<file path="config.mk">
export PLATFORM = sky130hd
export DESIGN_NAME = tlv_section_parser
export DESIGN_NICKNAME = d
export VERILOG_FILES = /design/src/tlvsp_pkg.sv /design/src/tlvsp_cfg_regs.sv /design/src/tlvsp_core.sv /design/src/tlv_section_parser.sv
export SDC_FILE = /design/constraint.sdc
export NUM_CORES = 1
export LEC_CHECK = 0
export BUFFER_PORTS_ARGS = -buffer_cell sky130_fd_sc_hd__buf_2
export CAP_MARGIN = 10
export CORE_MARGIN = 8
export CORE_UTILIZATION = 60
export CTS_CLUSTER_SIZE = 10
export DETAILED_ROUTE_END_ITERATION = 8
export GPL_ROUTABILITY_DRIVEN = 0
export GPL_TIMING_DRIVEN = 1
export PLACE_DENSITY = 0.83
export REMOVE_ABC_BUFFERS = 1
export SYNTH_ARGS = -nofsm -noshare
export SYNTH_HDL_FRONTEND = slang
export SYNTH_SLANG_ARGS = --single-unit
</file>
<file path="constraint.sdc">
create_clock -name clk -period 12.7 [get_ports clk]
set_input_delay 1.905 -clock clk [delete_from_list [all_inputs] [get_ports clk]]
set_output_delay 1.905 -clock clk [all_outputs]
set_load 0.05 [all_outputs]
</file>
<file path="src/tlvsp_pkg.sv">
`default_nettype none

package tlvsp_pkg;

    // Record header: one type byte and a four-byte little-endian length.
    localparam int unsigned HDR_BYTES = 5;

    // Configuration register indexes.
    localparam int unsigned CFG_INDEX_W = 8;
    localparam logic [CFG_INDEX_W-1:0] REG_STRICT_MODE      = 8'd0;
    localparam logic [CFG_INDEX_W-1:0] REG_MAX_FANOUT       = 8'd1;
    localparam logic [CFG_INDEX_W-1:0] REG_MAX_SAGA_STEPS   = 8'd2;
    localparam logic [CFG_INDEX_W-1:0] REG_MAX_GROUP_LENGTH = 8'd3;

    localparam logic [31:0] RST_MAX_FANOUT       = 32'd1024;
    localparam logic [31:0] RST_MAX_SAGA_STEPS   = 32'd256;
    localparam logic [31:0] RST_MAX_GROUP_LENGTH = 32'd256;

    // Status codes.
    localparam logic [2:0] ST_OK      = 3'd0;
    localparam logic [2:0] ST_TRUNC   = 3'd1;
    localparam logic [2:0] ST_LEN     = 3'd2;
    localparam logic [2:0] ST_LIMIT   = 3'd3;
    localparam logic [2:0] ST_UNKNOWN = 3'd4;

    // Record types with special checks.
    localparam logic [7:0] T_FANOUT    = 8'd1;
    localparam logic [7:0] T_SAGA_STEP = 8'd5;
    localparam logic [7:0] T_GROUP     = 8'd9;
    localparam logic [7:0] T_LAST      = 8'd12;

    typedef struct packed {
        logic        strict_mode;
        logic [31:0] max_fanout;
        logic [31:0] max_saga_steps;
        logic [31:0] max_group_length;
    } cfg_t;

    typedef struct packed {
        logic        record_valid;
        logic [7:0]  record_type;
        logic [63:0] record_value;
        logic [31:0] record_length;
        logic [31:0] value_offset;
        logic [2:0]  status;
        logic        section_end;
    } result_t;

    // Required value length of a known type; type 9 has no fixed length and gets zero.
    function automatic logic [3:0] need_len(input logic [7:0] t);
        logic [3:0] n;
        unique case (t)
            8'd2, 8'd6, 8'd10, 8'd11:       n = 4'd1;
            8'd1, 8'd3, 8'd5, 8'd7, 8'd12:  n = 4'd4;
            8'd4, 8'd8:                     n = 4'd8;
            default:                        n = 4'd0;
        endcase
        return n;
    endfunction

endpackage

`default_nettype wire

</file>
<file path="src/tlvsp_cfg_regs.sv">
`default_nettype none

module tlvsp_cfg_regs (
    input  wire logic                                 clk,
    input  wire logic                                 rst_n,
    input  wire logic                                 cfg_valid,
    output logic                                      cfg_ready,
    input  wire logic [tlvsp_pkg::CFG_INDEX_W-1:0]    cfg_index,
    input  wire logic [31:0]                          cfg_data,
    output tlvsp_pkg::cfg_t                           cfg
);
    import tlvsp_pkg::*;

    cfg_t cfg_reg;
    cfg_t cfg_next;

    assign cfg_ready = 1'b1;
    assign cfg = cfg_reg;

    always_comb
    begin
        cfg_next = cfg_reg;
        if (cfg_valid)
        begin
            unique case (cfg_index)
                REG_STRICT_MODE:      cfg_next.strict_mode      = cfg_data[0];
                REG_MAX_FANOUT:       cfg_next.max_fanout       = cfg_data;
                REG_MAX_SAGA_STEPS:   cfg_next.max_saga_steps   = cfg_data;
                REG_MAX_GROUP_LENGTH: cfg_next.max_group_length = cfg_data;
                default:              cfg_next = cfg_reg;
            endcase
        end
    end

    always_ff @(posedge clk or negedge rst_n)
    begin
        if (!rst_n)
        begin
            cfg_reg.strict_mode      <= 1'b0;
            cfg_reg.max_fanout       <= RST_MAX_FANOUT;
            cfg_reg.max_saga_steps   <= RST_MAX_SAGA_STEPS;
            cfg_reg.max_group_length <= RST_MAX_GROUP_LENGTH;
        end
        else
        begin
            cfg_reg <= cfg_next;
        end
    end

endmodule

`default_nettype wire

</file>
<file path="src/tlvsp_core.sv">
`default_nettype none

module tlvsp_core (
    input  wire logic              clk,
    input  wire logic              rst_n,
    input  wire logic              step,
    input  wire logic [7:0]        data_byte,
    input  wire logic              last_byte,
    input  wire tlvsp_pkg::cfg_t   cfg,
    output logic                   emit,
    output tlvsp_pkg::result_t     result
);
    import tlvsp_pkg::*;

    localparam logic [1:0] PH_HEADER = 2'd0;
    localparam logic [1:0] PH_VALUE  = 2'd1;
    localparam logic [1:0] PH_SKIP   = 2'd2;

    logic [1:0]  phase_reg,         phase_next;
    logic [2:0]  header_count_reg,  header_count_next;
    logic [7:0]  type_reg,          type_next;
    logic [31:0] length_reg,        length_next;
    logic [31:0] value_count_reg,   value_count_next;
    logic [63:0] value_accum_reg,   value_accum_next;
    logic [31:0] byte_position_reg, byte_position_next;
    logic [2:0]  error_code_reg,    error_code_next;

    logic        done;
    logic        known;
    logic [2:0]  judge_st;
    logic [31:0] pos_inc;
    logic [31:0] value_count_inc;
    logic [1:0]  hdr_sel;

    always_comb
    begin
        phase_next         = phase_reg;
        header_count_next  = header_count_reg;
        type_next          = type_reg;
        length_next        = length_reg;
        value_count_next   = value_count_reg;
        value_accum_next   = value_accum_reg;
        error_code_next    = error_code_reg;
        pos_inc            = byte_position_reg + 32'd1;
        byte_position_next = pos_inc;
        value_count_inc    = value_count_reg + 32'd1;
        hdr_sel            = header_count_reg[1:0] - 2'd1;
        done               = 1'b0;
        emit               = 1'b0;
        result             = '0;

        // Take in the byte.
        if (phase_reg == PH_VALUE)
        begin
            // Value bytes beyond the eighth are counted but not stored.
            if (value_count_reg[31:3] == 29'd0)
            begin
                value_accum_next[{value_count_reg[2:0], 3'b000} +: 8] = data_byte;
            end
            value_count_next = value_count_inc;
            done = (value_count_inc == length_reg);
        end
        else if (phase_reg != PH_SKIP)
        begin
            if (header_count_reg == 3'd0)
            begin
                type_next = data_byte;
            end
            else
            begin
                length_next[{hdr_sel, 3'b000} +: 8] = data_byte;
            end
            header_count_next = header_count_reg + 3'd1;
            if (header_count_reg == 3'(HDR_BYTES - 1))
            begin
                header_count_next = 3'd0;
                value_count_next  = 32'd0;
                value_accum_next  = 64'd0;
                if (length_next == 32'd0)
                begin
                    done = 1'b1;
                end
                else
                begin
                    phase_next = PH_VALUE;
                end
            end
        end

        // Judge a completed record against its type rules and the limits.
        known = (type_next >= T_FANOUT) && (type_next <= T_LAST);
        priority if (!known)
        begin
            judge_st = cfg.strict_mode ? ST_UNKNOWN : ST_OK;
        end
        else if (type_next == T_GROUP)
        begin
            judge_st = (length_next > cfg.max_group_length) ? ST_LIMIT : ST_OK;
        end
        else if (length_next != {28'd0, need_len(type_next)})
        begin
            judge_st = ST_LEN;
        end
        else if (type_next == T_FANOUT && value_accum_next[31:0] > cfg.max_fanout)
        begin
            judge_st = ST_LIMIT;
        end
        else if (type_next == T_SAGA_STEP &&
                 value_accum_next[31:0] >= cfg.max_saga_steps)
        begin
            judge_st = ST_LIMIT;
        end
        else
        begin
            judge_st = ST_OK;
        end

        if (done)
        begin
            if (judge_st != ST_OK)
            begin
                error_code_next      = judge_st;
                phase_next           = PH_SKIP;
                result.record_type   = type_next;
                result.record_length = length_next;
                result.status        = judge_st;
                emit                 = 1'b1;
            end
            else
            begin
                phase_next = PH_HEADER;
                if (known)
                begin
                    result.record_valid  = 1'b1;
                    result.record_type   = type_next;
                    result.record_length = length_next;
                    if (type_next == T_GROUP)
                    begin
                        result.value_offset = pos_inc - length_next;
                    end
                    else
                    begin
                        result.record_value = value_accum_next;
                    end
                    emit = 1'b1;
                end
            end
            type_next        = 8'd0;
            length_next      = 32'd0;
            value_count_next = 32'd0;
            value_accum_next = 64'd0;
        end

        // End of section: settle the final status and return to reset state.
        if (last_byte)
        begin
            if (phase_next == PH_VALUE ||
                (phase_next == PH_HEADER && header_count_next != 3'd0))
            begin
                error_code_next = ST_TRUNC;
            end
            result.status      = error_code_next;
            result.section_end = 1'b1;
            emit               = 1'b1;
            phase_next         = PH_HEADER;
            header_count_next  = 3'd0;
            type_next          = 8'd0;
            length_next        = 32'd0;
            value_count_next   = 32'd0;
            value_accum_next   = 64'd0;
            byte_position_next = 32'd0;
            error_code_next    = ST_OK;
        end
    end

    always_ff @(posedge clk or negedge rst_n)
    begin
        if (!rst_n)
        begin
            phase_reg         <= PH_HEADER;
            header_count_reg  <= 3'd0;
            type_reg          <= 8'd0;
            length_reg        <= 32'd0;
            value_count_reg   <= 32'd0;
            value_accum_reg   <= 64'd0;
            byte_position_reg <= 32'd0;
            error_code_reg    <= ST_OK;
        end
        else if (step)
        begin
            phase_reg         <= phase_next;
            header_count_reg  <= header_count_next;
            type_reg          <= type_next;
            length_reg        <= length_next;
            value_count_reg   <= value_count_next;
            value_accum_reg   <= value_accum_next;
            byte_position_reg <= byte_position_next;
            error_code_reg    <= error_code_next;
        end
    end

endmodule

`default_nettype wire

</file>
<file path="src/tlv_section_parser.sv">
// Channel   Direction  Handshake                 Payload
// -------   ---------  ------------------------  ---------------------------------------
// input     in         in_valid / in_stall       data_byte, last_byte
// output    out        out_valid / out_stall     record_valid .. section_end
// config    in         cfg_valid / cfg_ready     cfg_index, cfg_data
//
// One section byte is taken per cycle while the input does not stall. A byte is
// held in the input register, and its result (if any) is registered into the
// output register when the byte moves on, at one byte per cycle without stalls.
// The input stalls only while the input register holds a byte and the output
// register holds a result that the output side is stalling.
// Reset returns the parser to the start of a section and the limits to their
// default values; configuration writes are always ready.
`default_nettype none

module tlv_section_parser (
    input  wire logic                               clk,
    input  wire logic                               rst_n,

    input  wire logic                               in_valid,
    output logic                                    in_stall,
    input  wire logic [7:0]                         data_byte,
    input  wire logic                               last_byte,

    output logic                                    out_valid,
    input  wire logic                               out_stall,
    output logic                                    record_valid,
    output logic [7:0]                              record_type,
    output logic [63:0]                             record_value,
    output logic [31:0]                             record_length,
    output logic [31:0]                             value_offset,
    output logic [2:0]                              status,
    output logic                                    section_end,

    input  wire logic                               cfg_valid,
    output logic                                    cfg_ready,
    input  wire logic [tlvsp_pkg::CFG_INDEX_W-1:0]  cfg_index,
    input  wire logic [31:0]                        cfg_data
);
    import tlvsp_pkg::*;

    cfg_t    cfg;
    result_t core_result;
    logic    core_emit;

    // Input register.
    logic       in_valid_reg, in_valid_next;
    logic [7:0] in_byte_reg;
    logic       in_last_reg;

    // Output register.
    logic    out_valid_reg, out_valid_next;
    result_t out_reg;

    logic in_accept;
    logic advance;

    // The byte in the input register moves on when the output register is
    // free or is being emptied in this cycle.
    assign advance   = in_valid_reg && (!out_valid_reg || !out_stall);
    assign in_stall  = in_valid_reg && !advance;
    assign in_accept = in_valid && !in_stall;

    tlvsp_cfg_regs u_cfg_regs (
        .clk       (clk),
        .rst_n     (rst_n),
        .cfg_valid (cfg_valid),
        .cfg_ready (cfg_ready),
        .cfg_index (cfg_index),
        .cfg_data  (cfg_data),
        .cfg       (cfg)
    );

    tlvsp_core u_core (
        .clk       (clk),
        .rst_n     (rst_n),
        .step      (advance),
        .data_byte (in_byte_reg),
        .last_byte (in_last_reg),
        .cfg       (cfg),
        .emit      (core_emit),
        .result    (core_result)
    );

    always_comb
    begin
        in_valid_next = in_valid_reg;
        if (in_accept)
        begin
            in_valid_next = 1'b1;
        end
        else if (advance)
        begin
            in_valid_next = 1'b0;
        end

        out_valid_next = out_valid_reg;
        if (advance && core_emit)
        begin
            out_valid_next = 1'b1;
        end
        else if (!out_stall)
        begin
            out_valid_next = 1'b0;
        end
    end

    always_ff @(posedge clk or negedge rst_n)
    begin
        if (!rst_n)
        begin
            in_valid_reg  <= 1'b0;
            out_valid_reg <= 1'b0;
        end
        else
        begin
            in_valid_reg  <= in_valid_next;
            out_valid_reg <= out_valid_next;
        end
    end

    // Payload registers carry no reset.
    always_ff @(posedge clk)
    begin
        if (in_accept)
        begin
            in_byte_reg <= data_byte;
            in_last_reg <= last_byte;
        end
        if (advance && core_emit)
        begin
            out_reg <= core_result;
        end
    end

    assign out_valid     = out_valid_reg;
    assign record_valid  = out_reg.record_valid;
    assign record_type   = out_reg.record_type;
    assign record_value  = out_reg.record_value;
    assign record_length = out_reg.record_length;
    assign value_offset  = out_reg.value_offset;
    assign status        = out_reg.status;
    assign section_end   = out_reg.section_end;

endmodule

`default_nettype wire
</file>
# Word-level counts from Yosys, hierarchy flattened
# Memories as Yosys holds them, arrays and structs flattened.
# Cells that the tools add are included.
# totals
regBits,425
mem_bits_ro,48
input_bits,54
n_memories,1
# op_classes
bitwise_logic,3
add_sub_neg,7
n_eq_ne,13
muxes,71
n_lt_le_gt_ge,5
shift,4
n_reduce_logical,33
# mem_list
name,depth,width,rd,rd_clocked_by_memory_dff,wr,line,source
(name not given),16,3,1,0,0,tlvsp_pkg.sv:52,unique case (t)
# op_table
cell,n
two-way mux 32 bit,15
two-way mux 64 bit,7
two-way mux 137 bit,1
"adder 32 x 1 -> 32 bit, second input constant",2
bitwise mux 64 bit,1
> comparator 32 bit,2
"variable shift 8 x 8 -> 64 bit, first input constant",1
indexed part select 8 x 8 -> 64 bit,1
two-way mux 8 bit,6
two-way mux 3 bit,15
bitwise mux 32 bit,1
== test 32 bit,1
greater-or-equal comparator 32 bit,1
zero test 32 bit,1
inequality test 32 x 4 -> 1 bit,1
"variable shift 8 x 7 -> 32 bit, first input constant",1
indexed part select 8 x 7 -> 32 bit,1
subtractor 32 bit,1
zero test 29 bit,1
two-way mux 2 bit,9
"== test 8 x 1 -> 1 bit, second input constant",2
"== test 8 x 2 -> 1 bit, second input constant",2
two-way mux 4 bit,4
two-way mux 1 bit,12
other kinds (27),47

# Depth between registers and ports, before layout
# Gate-level depths: netlist of the first run.
# logic_depth
ltp_word,21
mapped_depth,22

# Modules after synthesis
# From an unflattened synthesis of the first run, not the netlist that was laid out.
# unflattened
hier_cells,2473
area_unflattened_um2,24810.0
# modules_own_cells
mod,cells_each,area_per_inst_um2,n_inst
tlvsp_core,2100,16321.9,1
tlv_section_parser,161,4603.2,1
tlvsp_cfg_regs,212,3885.0,1

# Worst setup path before layout of the first run
# Ideal clock, no wire load.
# synth_path
kind,reg2reg
from,register u_core.value_count_reg[1]
to,"register out_reg (netlist bit record_length[0]), enable pin"
stages_incl_launch_ff,12
arrival_time_ns,9.678
synth_period_minus_slack_ns,10.368
setup_slack_ns,2.332
n_path_buf,1
path_cell_list,dfrtp_1 ha_1 nand4_2 nor4_4 a21oi_1 or4b_1 nor4_2 o2111ai_1 o21a_1 buf_6 o21bai_1 a21oi_1
# synth_via
elab_chain_len,17
elab_cells_between_ends,23
# synth_rtl
element,line,source
start: declaration,tlvsp_core.sv:23,"logic [31:0] value_count_reg, value_count_next;"
start signal: assignment,tlvsp_core.sv:195,value_count_reg <= value_count_next;
negator 6 -> 8 bit,tlvsp_core.sv:58,"value_accum_next[{value_count_reg[2:0], 3'b000} +: 8] = data_byte;"
indexed part select 8 x 8 -> 64 bit / variable shift 8 x 8 -> 64 bit (equally long branches),tlvsp_core.sv:58,
bitwise mux 64 bit,tlvsp_core.sv:58,
two-way mux 64 bit,tlvsp_core.sv:56,if (value_count_reg[31:3] == 29'd0)
two-way mux 64 bit,tlvsp_core.sv:53,if (phase_reg == PH_VALUE)
greater-or-equal comparator 32 bit,tlvsp_core.sv:109,value_accum_next[31:0] >= cfg.max_saga_steps)
logical AND 1 bit,tlvsp_core.sv:108,else if (type_next == T_SAGA_STEP &&
two-way mux 2 bit,tlvsp_core.sv:108,
two-way mux 3 bit,tlvsp_core.sv:104,else if (type_next == T_FANOUT && value_accum_next[31:0] > cfg.max_fanout)
two-way mux 3 bit,tlvsp_core.sv:100,"else if (length_next != {28'd0, need_len(type_next)})"
two-way mux 3 bit,tlvsp_core.sv:96,else if (type_next == T_GROUP)
two-way mux 3 bit,tlvsp_core.sv:92,priority if (!known)
nonzero test 3 bit,tlvsp_core.sv:120,if (judge_st != ST_OK)
two-way mux 1 bit,tlvsp_core.sv:120,
two-way mux 1 bit *,tlvsp_core.sv:118,if (done)
two-way mux 1 bit *,tlvsp_core.sv:155,if (last_byte)
logical AND 1 bit *,tlv_section_parser.sv:130,if (advance && core_emit)
end signal: assignment,tlv_section_parser.sv:132,out_reg <= core_result;
end: declaration,tlv_section_parser.sv:53,result_t out_reg;
# Every way passes the cells marked *; elsewhere a longest branch is shown, timed or not.
# A chain may end at the register's enable or synchronous reset.

# Final worst setup path of the first run
# layout_path
from,register u_core.value_count_reg[25]
to,register out_reg (netlist bit record_value[28]) (data pin)
# layout_via
elab_chain_len,12
elab_cells_between_ends,18
# layout_rtl
element,line
zero test 29 bit,tlvsp_core.sv:56
two-way mux 64 bit,tlvsp_core.sv:56
two-way mux 64 bit,tlvsp_core.sv:53
greater-or-equal comparator 32 bit,tlvsp_core.sv:109
logical AND 1 bit,tlvsp_core.sv:108
two-way mux 2 bit,tlvsp_core.sv:108
two-way mux 3 bit,tlvsp_core.sv:104
two-way mux 3 bit,tlvsp_core.sv:100
two-way mux 3 bit,tlvsp_core.sv:96
two-way mux 3 bit,tlvsp_core.sv:92
nonzero test 3 bit,tlvsp_core.sv:120
OR reduction 4 bit (no line),-
# Parallel ways exist; a longest one is shown, timed or not.

==> results of run 1 <==
-- Yosys cell counts (37+ instances only) --
master,n,area share
nand2_1,174,0.027
edfxtp_1,150,0.19
xor2_1,41,0.015
nand4_1,42,0.011
a22o_1,77,0.028
a21oi_1,130,0.027
dfrtp_1,272,0.28
mux2_2,98,0.046
clkbuf_1,108,0.017
nand3_1,134,0.028
inv_1,164,0.026
nor2_1,152,0.024
nor2b_1,67,0.017
nor3_1,37,0.0077
ha_1,137,0.071
xnor2_1,64,0.023
o21ai_0,163,0.034
-- kinds of logic (layout without fill, tap and decap cells) --
group / Yosys count / count (layout)
adder cells (fa/ha/maj): 138 / 138
AND/OR/NAND/NOR: 752 / 752
flip-flops: 425 / 425
XOR/XNOR: 105 / 105
buffers and inverters: 301 / 489
AO/OA/AOI/OAI: 576 / 576
other: 1 / 1
multiplexers: 119 / 119
-- placed cells by master, fill, tap and decap left out, types with 49 or more instances in the layout --
cell type and instances:
o21ai_0 163, nand2_1 173, ha_1 137, xnor2_1 64, nor2_1 152, edfxtp_1 150, dfrtp_1 272, mux2_2 98
inv_1 164, a21oi_1 129, nor2b_1 67, buf_2 195, clkbuf_16 49, nand3_1 132, a22o_1 77
-- layout make-up --
cell class              count  area [um^2]  share of cell area
repair buffers            235         1300              0.0480
inverters                 166          623              0.0231
flip-flops and latches    425        11400               0.422
clock inverters             4         71.3             0.00264
clock buffers              84         1400              0.0517
well taps                 525          657              0.0243
multi-input cells        1691        11600               0.429
-- power groups by stage --
stage / logic [mW] / clock network (mW) / registers, mW
CTS: 0.821 / 1.32 / 1.52
floorplan: 0.500 / 0 / 1.63
global placement: 0.786 / 0 / 1.54
detailed placement: 0.811 / 0 / 1.55
global route: 0.899 / 1.38 / 1.53
finish: 0.840 / 1.31 / 1.52
-- critical path: cells and delay by family, from the launching register on --
family / cells / cell delay (ps)
adders and majority gates: 1 / 340
buffers and inverters: 2 / 720
AOI/OAI and AO/OA: 7 / 2490
and+or+nand+nor: 9 / 2890
DFF: 1 / 450
-- per-stage QoR --
step / util / power [mW] / hold slack (ps) / setup WS (ps)
global route: 0.680 / 3.81 / 500 / 5050
CTS: 0.680 / 3.66 / 492 / 5810
finish: 0.680 / 3.68 / 495 / 5600
detailed placement: 0.643 / 2.36 / 480 / 5970
global placement: 0.643 / 2.33 / 464 / 6290
floorplan: - / 2.13 / 450 / 938
-- worst max-delay path by stage --
stage / start / slack, ps / to
2_1_floorplan: u_core.phase_reg[0] / 940 / record_length[0]
3_3_place_gp: u_core.value_count_reg[24] / 6290 / record_value[31]
3_5_place_dp: u_core.value_count_reg[24] / 5970 / record_value[28]
4_1_cts: u_core.value_count_reg[24] / 5810 / record_value[28]
5_1_grt: u_core.value_count_reg[24] / 5050 / record_value[28]
6_report: u_core.value_count_reg[25] / 5600 / record_value[28]
-- metal layers --
metal  GRT usage  routed length, um
met1       0.367              25700
met2       0.463              32600
met3      0.0664               7410
met4       0.161               4400
met5           0                  0
==> flow_summary.ini, run 1 <==
[layout]
largest_reg_flops = 97
area_growth_pct = 12.1
num-fill-cells = 2885
final_cells = 3130
n_antenna_cell = 0
drive_above_1_share = 0.164
final_area_mm2 = 0.0270
nets = 2760

[global_routing]
globalRoute.totalOverflow = 0
grt_usage = 0.291
grt_pass1_vias = 20276
grt_pass1_wl_um = 110000
antenna_found_initial = 1
grt_max_degree = 163

[critical_path]
start_kind = flop
cp.arrival_ps = 7530
r2r_slack_ps = 5600
endpoint_kind = flop
reg2reg_to = record_value[28]
path_class = reg -> reg
r2r_start = u_core.value_count_reg[25]
cp_common_cell = a211oi_1
path_cells = or4_1, nor4_1, nand3_1, nor2_1, nand2_1, inv_1, nand4_1, o21ai_0, ha_1, nand4_1, a211oi_1, a2111oi_0, o211ai_1, a211oi_1, a211oi_1, o22ai_1, nand3_2, buf_4, nor2b_1
required_ps = 13130
crit_path_top_delay_cell = o21ai_0
path_max_fanout = 35
slowest_delay_ps = 700
reg2reg_depth = 19

[timing]
clock.fmax_mhz = 141
post-route-period-util = 0.559
post-route-min-period_ps = 7100
slew_headroom = 0.213
finalHoldViolCount = 0
setup_viol = 0
skew_ps = 26.7
tightest_slew_ps = 1170
slew_violations = 0
tns_ps = 0
rsz0062_at_grt = no

[synthesis]
synth-simple-area-share = 0.159
synthFlopType = dfrtp_1
synth-edff-count = 150
synth_area_per_cell_um2 = 9.97
synth_xor_area_frac = 0.0382
synth_adder_area_share = 0.0720
synthMuxAreaShare = 0.0545
ys_seq_area_frac = 0.473
synth_compound_area_frac = 0.154
postSynthCellCount = 2417
netlist-cell-type-count = 83
ys_ff_latch = 425
synthArstFlopShare = 0.647
ys_warn_count = 0
synth_top_family_by_area = simple AND/OR/NAND/NOR gates
syn-cell-area_mm2 = 0.0241

[clock_network]
clkTransAtPathRegs_ps = 60
cts_made_buffers = 49
cts_tree = yes
cts_resized = 0
htreeDepth = 2
cts.sinks = 425
cts_setup_buffers = 0
clk_path_buf_depth = 3
cts_hold_buf = 0
worst_skew_pair.late_latency_ps = 610
cts-root-buf = clkbuf_16

[drt]
via_per_inst = 6.53
drc = 1
post_drt_wl_per_cell_um = 22.4
drt_wl_total_um = 70100
first_iter_violations = 2624
drt_first_pass_iters = 8
vias = 20435
ant_nets = 0

[pwr]
p_comb_frac = 0.228
seqPwrFrac = 0.414
p_leak_nw = 12.1
power_density_mw_per_mm2 = 136
ir_worst_vdd_mv = 0.126
switchingPower_mw = 1.17
swShare = 0.317
clockPowerShare = 0.357
internal-power_mw = 2.51

[place]
dp_hpwl_um = 48400
port_buffers = 196
dp_cells = 3042
placed_area_mm2 = 0.0255

[floorplanning]
die_h_um = 216
io_pins = 198
num_rows = 73
initial_utilization = 0.606
die-area_mm2 = 0.0468
die_width_um = 216
fp.coreArea_mm2 = 0.0397

[hold_path]
hold_start = u_core.value_accum_reg[42]
min_to = u_core.value_accum_reg[42]
hp-class = reg -> reg
whs_path_depth = 1

[flow_run]
maxCapViolCount = 0

[run_status]
violations = design-rule violations
status = finished, violations left
(Power assumes the default switching activity.)
==> inputs of run 2 (changes only) <==
- CORE_UTILIZATION: 60 -> 55
- PLACE_DENSITY: 0.83 -> 0.8
- clock period: 12.7 -> 6.1 ns (I/O delays scaled with it)
==> run 2 against run 1 <==
The flow now finishes without violations. Via count shrank 0.27%. Global-route usage shrank 1.9 points. Sequential cell count is the same. Core utilization shrank 4.6 points. Sequential share of layout area shrank 0.51 points. Total power grew 110%. Wire length grew 0.46%. Critical path type unchanged. Largest power group unchanged.
==> flow_summary.ini, run 2 (synthesis results as in run 1) <==
[layout]
area_growth_pct = 13.5
drive_above_1_share = 0.172
largest_reg_flops = 97
nets = 2784
final_common_cell = dfrtp_1
final_core_util = 0.633
final_cells = 3218
final_cell_mix = dfrtp_1, buf_2, nand2_1

[timing]
slew_headroom = 0.194
slew_violations = 0
post-route-period-util = 0.954
post-route-min-period_ps = 5820
tightest_slew_ps = 1200
clock.fmax_mhz = 172
finalHoldViolCount = 0
skew_ps = 36.5
setup_viol = 0

[critical_path]
reg2reg_to = record_value[35]
path_cells = xnor2_1, nand3_2, buf_4, a21oi_1, inv_1, ha_1, nand4_1, nor3_1, nand2_1, o31ai_1, nor3_1, nor2b_1, o22ai_2, nand3_4, buf_12, a21oi_1
crit_buf_inv = 3
endpoint_kind = flop
required_ps = 6440
crit_path_top_delay_cell = xnor2_1
path_class = reg -> reg
slowest_delay_ps = 990
start_kind = flop
path_max_fanout = 34
r2r_slack_ps = 280
reg2reg_depth = 16
critPathTopFamily = simple AND/OR/NAND/NOR gates
r2r_start = u_core.phase_reg[0]
cp.arrival_ps = 6160

[clock_network]
clk_path_buf_depth = 3
worst_skew_pair.late_latency_ps = 620
cts_tree = yes
cts_made_buffers = 49
clkTransAtPathRegs_ps = 50
cts_setup_buffers = 0
htreeDepth = 2
cts-root-buf = clkbuf_16
cts.sinks = 425

[drt]
drt_first_pass_iters = 6
vias = 20380
drt_wl_total_um = 70400
via_per_inst = 6.33
post_drt_wl_per_cell_um = 21.9
ant_nets = 0
drc = 0
first_iter_violations = 2548

[global_routing]
grt_pass1_vias = 20190
grt_max_degree = 149
grt_usage = 0.273
globalRoute.totalOverflow = 0
grt_pass1_wl_um = 111000
antenna_found_initial = 2

[floorplanning]
die-area_mm2 = 0.0508
die_width_um = 225
die_h_um = 225
io_pins = 198
initial_utilization = 0.558
num_rows = 76
fp.coreArea_mm2 = 0.0432

[place]
dp_hpwl_um = 50100
port_buffers = 196
dp_cells = 3126

[pwr]
p_leak_nw = 12.2
power_density_mw_per_mm2 = 280
ir_worst_vdd_mv = 0.209
p_total_mw = 7.66

[hold_path]
hp-class = in -> async

[flow_run]
maxCapViolCount = 0

[run_status]
status = completed
## run 2: cell count changes in the layout (fill, tap and decap cells not counted), sizes merged
cell    before  now
clkinv       4    3
diode        0    1
inv        166  167
buf        235  259
clkbuf      84   87
## run 2: where the power goes
part	total [mW]	internal [mW]	switching, mW
registers	3.18	3.08	0.0990
clock network	2.73	1.55	1.18
logic	1.75	0.605	1.15
total	7.66	5.24	2.42
## run 2: what timing repair did
| item | in CTS | in global routing |
|---|---|---|
| resized for setup | 0 | 12 |
| endpoints found under the setup margin | 0 | 71 |
| hold buffers | 0 | 0 |
## run 2: through the flow
step	cell area (um^2)	worst slack (ps)	setup TNS (ps)	hold slack (ps)
3_5_place_dp	25800	237	0	476
6_report	27300	283	0	427
5_1_grt	27300	-19.7	-19.7	491
4_1_cts	27300	193	0	472
2_1_floorplan	23500	-5660	-823600	450
3_3_place_gp	25800	404	0	461
## run 2: layer usage
| layer | up-vias | share of wire | GRT usage | wire length, um |
|---|---|---|---|---|
| met5 | - | 0.00016 | 0 | 11 |
| met4 | 2 | 0.050 | 0.136 | 3520 |
| met3 | 255 | 0.096 | 0.0505 | 6770 |
| met2 | 1178 | 0.46 | 0.436 | 32700 |
| met1 | 9844 | 0.39 | 0.354 | 27400 |
| li1 | 9101 | - | - | - |
## run 2: how the worst max path moves through the flow
| stage | from | endpoint | slack (ps) | cells after the start |
|---|---|---|---|---|
| finish | u_core.phase_reg[0] | record_value[35] | 280 | 16 |
| floorplan | u_core.phase_reg[0] | record_length[0] | -5660 | 6 |
| global route | u_core.phase_reg[0] | status[0] | -20 | 16 |
| CTS | u_core.phase_reg[0] | status[0] | 190 | 16 |
| detailed placement | u_core.value_count_reg[5] | record_value[47] | 240 | 20 |
| global placement | u_core.phase_reg[0] | status[0] | 400 | 16 |
## run 2: layout make-up
class / instances / area (um^2)
inverters: 166 / 623
repair buffers: 259 / 1530
clock buffers: 87 / 1400
fillers: 3399 / 15800
clock inverters: 4 / 63.8
well taps: 585 / 732
diodes: 1 / 2.50
multi-input cells: 1691 / 11600
flip-flops and latches: 425 / 11400
